[config.mk]
export PLATFORM = sky130hd
export DESIGN_NAME = lbmm_ctrl
export DESIGN_NICKNAME = d
export VERILOG_FILES = /design/src/sv/lbmm_pkg.sv /design/src/sv/lbmm_ctrl.sv
export SDC_FILE = /design/constraint.sdc
export NUM_CORES = 1
export LEC_CHECK = 0
export ABC_AREA = 1
export ABC_CLOCK_PERIOD_IN_PS = 1160
export BUFFER_PORTS_ARGS = -buffer_cell sky130_fd_sc_hd__buf_2
export CAP_MARGIN = 20
export CELL_PAD_IN_SITES_DETAIL_PLACEMENT = 1
export CELL_PAD_IN_SITES_GLOBAL_PLACEMENT = 2
export CORE_AREA = 2 2 39 41
export CTS_BUF_LIST = sky130_fd_sc_hd__clkbuf_16
export DETAILED_ROUTE_END_ITERATION = 10
export DIE_AREA = 0 0 41 43
export GPL_TIMING_DRIVEN = 0
export PLACE_DENSITY_LB_ADDON = 0.1
export SLEW_MARGIN = 0
export SYNTH_ARGS = -nofsm -noshare
export SYNTH_HDL_FRONTEND = slang
export SYNTH_SLANG_ARGS = --single-unit
[constraint.sdc]
create_clock -name clk -period 1.16 [get_ports clk]
set_input_delay 0 -clock clk [delete_from_list [all_inputs] [get_ports clk]]
set_output_delay 0 -clock clk [all_outputs]
set_load 0.01 [all_outputs]
[src/sv/lbmm_pkg.sv]
// ----------------------------------------------------------------------------
// lbmm_pkg
// Shared widths, reset values, register indexes, controller states and the
// command/status bundles of the luma block-mean mosaic.
// ----------------------------------------------------------------------------
package lbmm_pkg;

  // fixed field widths
  localparam int CFG_W     = 13;
  localparam int CFG_IDX_W = 1;
  localparam int PIX_W     = 8;
  localparam int MEAN_W    = 8;
  localparam int COORD_W   = 9;

  // default sizes handed to the top level parameters
  localparam int DEF_MAX_WIDTH  = 4096;
  localparam int DEF_MAX_HEIGHT = 4096;
  localparam int DEF_BLOCK_SIZE = 8;

  // register reset values
  localparam logic [CFG_W-1:0] RST_FRAME_WIDTH  = 13'd640;
  localparam logic [CFG_W-1:0] RST_FRAME_HEIGHT = 13'd480;

  // register indexes
  localparam logic [CFG_IDX_W-1:0] REG_FRAME_WIDTH  = 1'd0;
  localparam logic [CFG_IDX_W-1:0] REG_FRAME_HEIGHT = 1'd1;

  // controller states
  typedef enum logic [2:0] {
    ST_PREP1,
    ST_PREP2,
    ST_IDLE,
    ST_UPD,
    ST_DIV
  } lbmm_state_t;

  // controller to datapath
  typedef struct packed {
    logic capture;
    logic update;
    logic div_start;
    logic load_out;
  } lbmm_cmd_t;

  // datapath to controller
  typedef struct packed {
    logic emit;
    logic div_done;
    logic out_free;
  } lbmm_stat_t;

endpackage

[src/sv/lbmm_ctrl.sv]
// ----------------------------------------------------------------------------
// lbmm_ctrl
// Sequencer of the mosaic: settles the size decode after reset and after a
// register write, then takes one pixel, updates the sums and, on a block's
// last pixel, runs the divider and hands the result to the output register.
// ----------------------------------------------------------------------------
module lbmm_ctrl (
  input  logic                 clk,
  input  logic                 rst_n,
  input  logic                 in_valid,
  output logic                 in_ready,
  input  logic                 cfg_valid,
  input  lbmm_pkg::lbmm_stat_t stat,
  output lbmm_pkg::lbmm_cmd_t  cmd
);

  lbmm_pkg::lbmm_state_t state_r, state_nxt;

  // state register
  always_ff @(posedge clk) begin
    if (!rst_n) begin
      state_r <= lbmm_pkg::ST_PREP1;
    end else begin
      state_r <= state_nxt;
    end
  end

  // next state and commands
  always_comb begin
    state_nxt = state_r;
    cmd       = '0;
    in_ready  = 1'b0;
    case (state_r)
      lbmm_pkg::ST_PREP1: begin
        state_nxt = cfg_valid ? lbmm_pkg::ST_PREP1 : lbmm_pkg::ST_PREP2;
      end
      lbmm_pkg::ST_PREP2: begin
        state_nxt = cfg_valid ? lbmm_pkg::ST_PREP1 : lbmm_pkg::ST_IDLE;
      end
      lbmm_pkg::ST_IDLE: begin
        in_ready = ~cfg_valid;
        if (cfg_valid) begin
          state_nxt = lbmm_pkg::ST_PREP1;
        end else if (in_valid) begin
          cmd.capture = 1'b1;
          state_nxt   = lbmm_pkg::ST_UPD;
        end
      end
      lbmm_pkg::ST_UPD: begin
        cmd.update = 1'b1;
        if (stat.emit) begin
          cmd.div_start = 1'b1;
          state_nxt     = lbmm_pkg::ST_DIV;
        end else begin
          state_nxt = lbmm_pkg::ST_IDLE;
        end
      end
      lbmm_pkg::ST_DIV: begin
        if (stat.div_done && stat.out_free) begin
          cmd.load_out = 1'b1;
          state_nxt    = lbmm_pkg::ST_IDLE;
        end
      end
      default: begin
        state_nxt = lbmm_pkg::ST_IDLE;
      end
    endcase
  end

endmodule

==> reports/metrics.cfg <==
[critical_path]
worstSetupStartpointType = flip-flop
worstPathCellList = inv_1 > nor2_2 > nand2_2 > nor2_1 > buf_2
ff2ff_path_depth = 6
regToRegSetupSlack_ps = 280
critical_path_peak_fanout = 4
cpLargestDelayFamily = flip-flops
critical_path_required_ps = 1160
arr_time_crit_path_ps = 1050
timing.critical_path.slowest_stage_cell = dfxtp_2
maximum_cell_stage_delay_along_the_critical_path_ps = 360
path_buf_inv = 2
worst-setup-path-type = flip-flop to output port
timing.critical_path.depth = 5
setup.worst_path.end = cmd[3]
endpoint_class_of_the_critical_path = output port
r2r_start = state_r[1]
crit_path_start = state_r[1]
reg2reg_to = state_r[1]

[placement]
place.port_buffers = 11
dp_hpwl_um = 493.4
dp_cells = 61
global_placement_routability_congestion = 0.5888

[synthesis]
cell_area_after_synthesis_sq_um = 209.0
synth_area_leader_cell = dfxtp_1
netlist_top_cells_area = dfxtp_1, nand2_1, inv_1, nor2_1, nand3_1
synth-warning-count = 0
synth_largest_type_area_fraction = 0.2874
synthArstFlopShare = 0
synthDistinctLibCells = 13
syn_inst = 34
total_nets_after_synthesis = 41
synth_enable_flop_cells = 0
synthesis.area_per_instance_sq_um = 6.146
netlist_top_cells_count = nand2_1, inv_1, nor2_1
synth_flop_cell = dfxtp_1
yosysSeqAreaShare = 0.2874
total_of_flip_flops_plus_latches_after_synthesis = 3
post-synth-top-count-cell = nand2_1

[die]
core_area_sq_um = 1384
ios = 12
die_h_um = 43
fp.dieArea_sq_um = 1763
die_w_um = 41
effective_utilization_at_floorplan = 0.1510
num_rows = 14

[clock_tree]
clk_transition_reported_paths_ps = 30
cts.root.buffer_cell = clkbuf_16
postCtsSetupBuffers = 0
cts_tree = yes
clock_sink_count = 3
cts_htree_levels = 1
cts_buffer_depth = 2
cts-buffers-inserted = 3
cts_hold_repair.buffers = 0
worst_skew_pair.late_latency_ps = 220

[power_and_ir_drop]
power.share.switching = 0.1755
share_comb_of_total_power = 0.058
p_per_cell_area_nw_per_um2 = 1833
p_int_uw = 571.2
sequentialPowerShare = 0.166
netSwitchingPower_uw = 121.6
peakVddDrop_mv = 0.6730
p_total_uw = 692.8
p_clk_frac = 0.776
p_leak_uw = 0.0002188

[routing]
postRouteAntennaNets = 0
drt_pre_antenna_iters = 1
finalWirelength_um = 619
drc = 0
avgRoutedWirePerCell_um = 9.523
top_layer = met3
met3_layer_wire_length_in_the_routed_design_um = 26
m1WireLength_um = 254
post_drt_via_cell_ratio = 3.877
met2WireLength_um = 338
vias = 252
detailedRoute.firstIterationViolations = 0

[job]
max_cap_viol_count = 0

[layout]
layout.filler_cells = 170
multi_input_comb_area_sq_um = 130.1
area.sequential_sq_um = 63.81
fin_cells = 65
synthToLayoutAreaGrowth_pct = 80.84
drive_gt1_frac = 0.5306
register_with_the_most_flip_flops = state_r
antenna-diode-count = 0
nets = 57
largest_register_ff_count = 3
biggestRegsByFlops = state_r (3)

[sta]
worst_slew_pin_slew_ps = 183.0
achievable-frequency_ghz = 0.9546
finalCritPeriodShare = 0.9031
post-route-min-period_ps = 1048
rsz0062_at_grt = true
slew_headroom = 0.8770
worst_clock_skew_ps = 0.5813
finalSetupViolCount = 0
hold_viol = 0
maxSlewViolCount = 0

[hold_path]
worstHoldPathType = input port to flip-flop

[global_routing]
vias_in_the_first_global_route = 266
maximum_number_of_pins_on_one_net_before_global_route_repair = 6
overflow_left_after_global_routing = 0
antenna_violations_before_repair = 0
grt_pass1_wl_um = 1083
grt_usage = 0.09639

[outcome]
outcome = finished, final reports clean

==> power groups by stage <==
| stage | Clock [uW] | Combinational (uW) | Sequential (uW) |
|---|---|---|---|
| 2_1_floorplan | 0 | 22.5 | 113 |
| 3_3_place_gp | 0 | 37.5 | 115 |
| 3_5_place_dp | 0 | 38.9 | 115 |
| 4_1_cts | 546 | 39.1 | 113 |
| 5_1_grt | 567 | 46.8 | 116 |
| 6_report | 538 | 40.0 | 115 |
==> worst min-delay path by stage <==
stage | slack [ps] | to | depth (start not counted) | start
final | 20 | state_r[1] | 3 | rst_n
after global routing | 20 | state_r[1] | 3 | rst_n
after CTS | 20 | state_r[1] | 3 | rst_n
after detailed placement | 260 | state_r[1] | 3 | rst_n
after global placement | 250 | state_r[1] | 3 | rst_n
after floorplan | 110 | cmd[3] | 2 | in_valid
==> through the flow <==
step	hold WS (ps)	util	setup WS, ps	TNS [ps]	instance area (sq um)
floorplan	109.1	-	264.8	0	209.0
finish	15.91	0.2731	112.4	0	377.9
CTS	24.62	0.2631	43.39	0	364.1
global route	19.47	0.2731	-3.890	-3.890	377.9
global placement	247.7	0.2052	181.4	0	284.0
detailed placement	255.2	0.2052	158.9	0	284.0
==> cell families (layout without fill, tap and decap cells) <==
logic type             after synthesis  count (layout)  synth area share
buffers and inverters                8              23            0.1437
flip-flops                           3               3            0.2874
AO/OA/AOI/OAI                        1               1           0.02393
AND/OR/NAND/NOR                     22              22            0.5450
==> cells in the final DEF (no fill, tap or decap), types with 2 or more instances in the layout <==
| cell type | n |
|---|---|
| dfxtp_2 | 3 |
| nor2_1 | 4 |
| buf_2 | 11 |
| nand2_2 | 2 |
| clkbuf_16 | 3 |
| nor2_2 | 2 |
| inv_1 | 8 |
| nand2_1 | 7 |
| nand3_1 | 3 |
==> worst min-delay path, cell delays in order <==
cell,delay (ps)
buf_2,100
nand2_1,50
nor2_1,40
==> what timing repair did <==
action                     CTS  global route
pin swaps                    0             0
gates resized for setup      1             5
setup endpoints to repair    1             4
==> area by class of cell <==
class	count	share of cell area
clock buffers	3	0.1987
clock inverters	1	0.009934
inverters	8	0.07947
multi-input cells	23	0.3444
flip-flops and latches	3	0.1689
well taps	16	0.05298
repair buffers	11	0.1457
==> layer usage <==
metal	vias to the layer above	track usage
li1	132	-
met1	115	0.1029
met2	5	0.1438
met3	0	0.04712
met4	0	0.06000
met5	-	0
(Power assumes the default switching activity.)
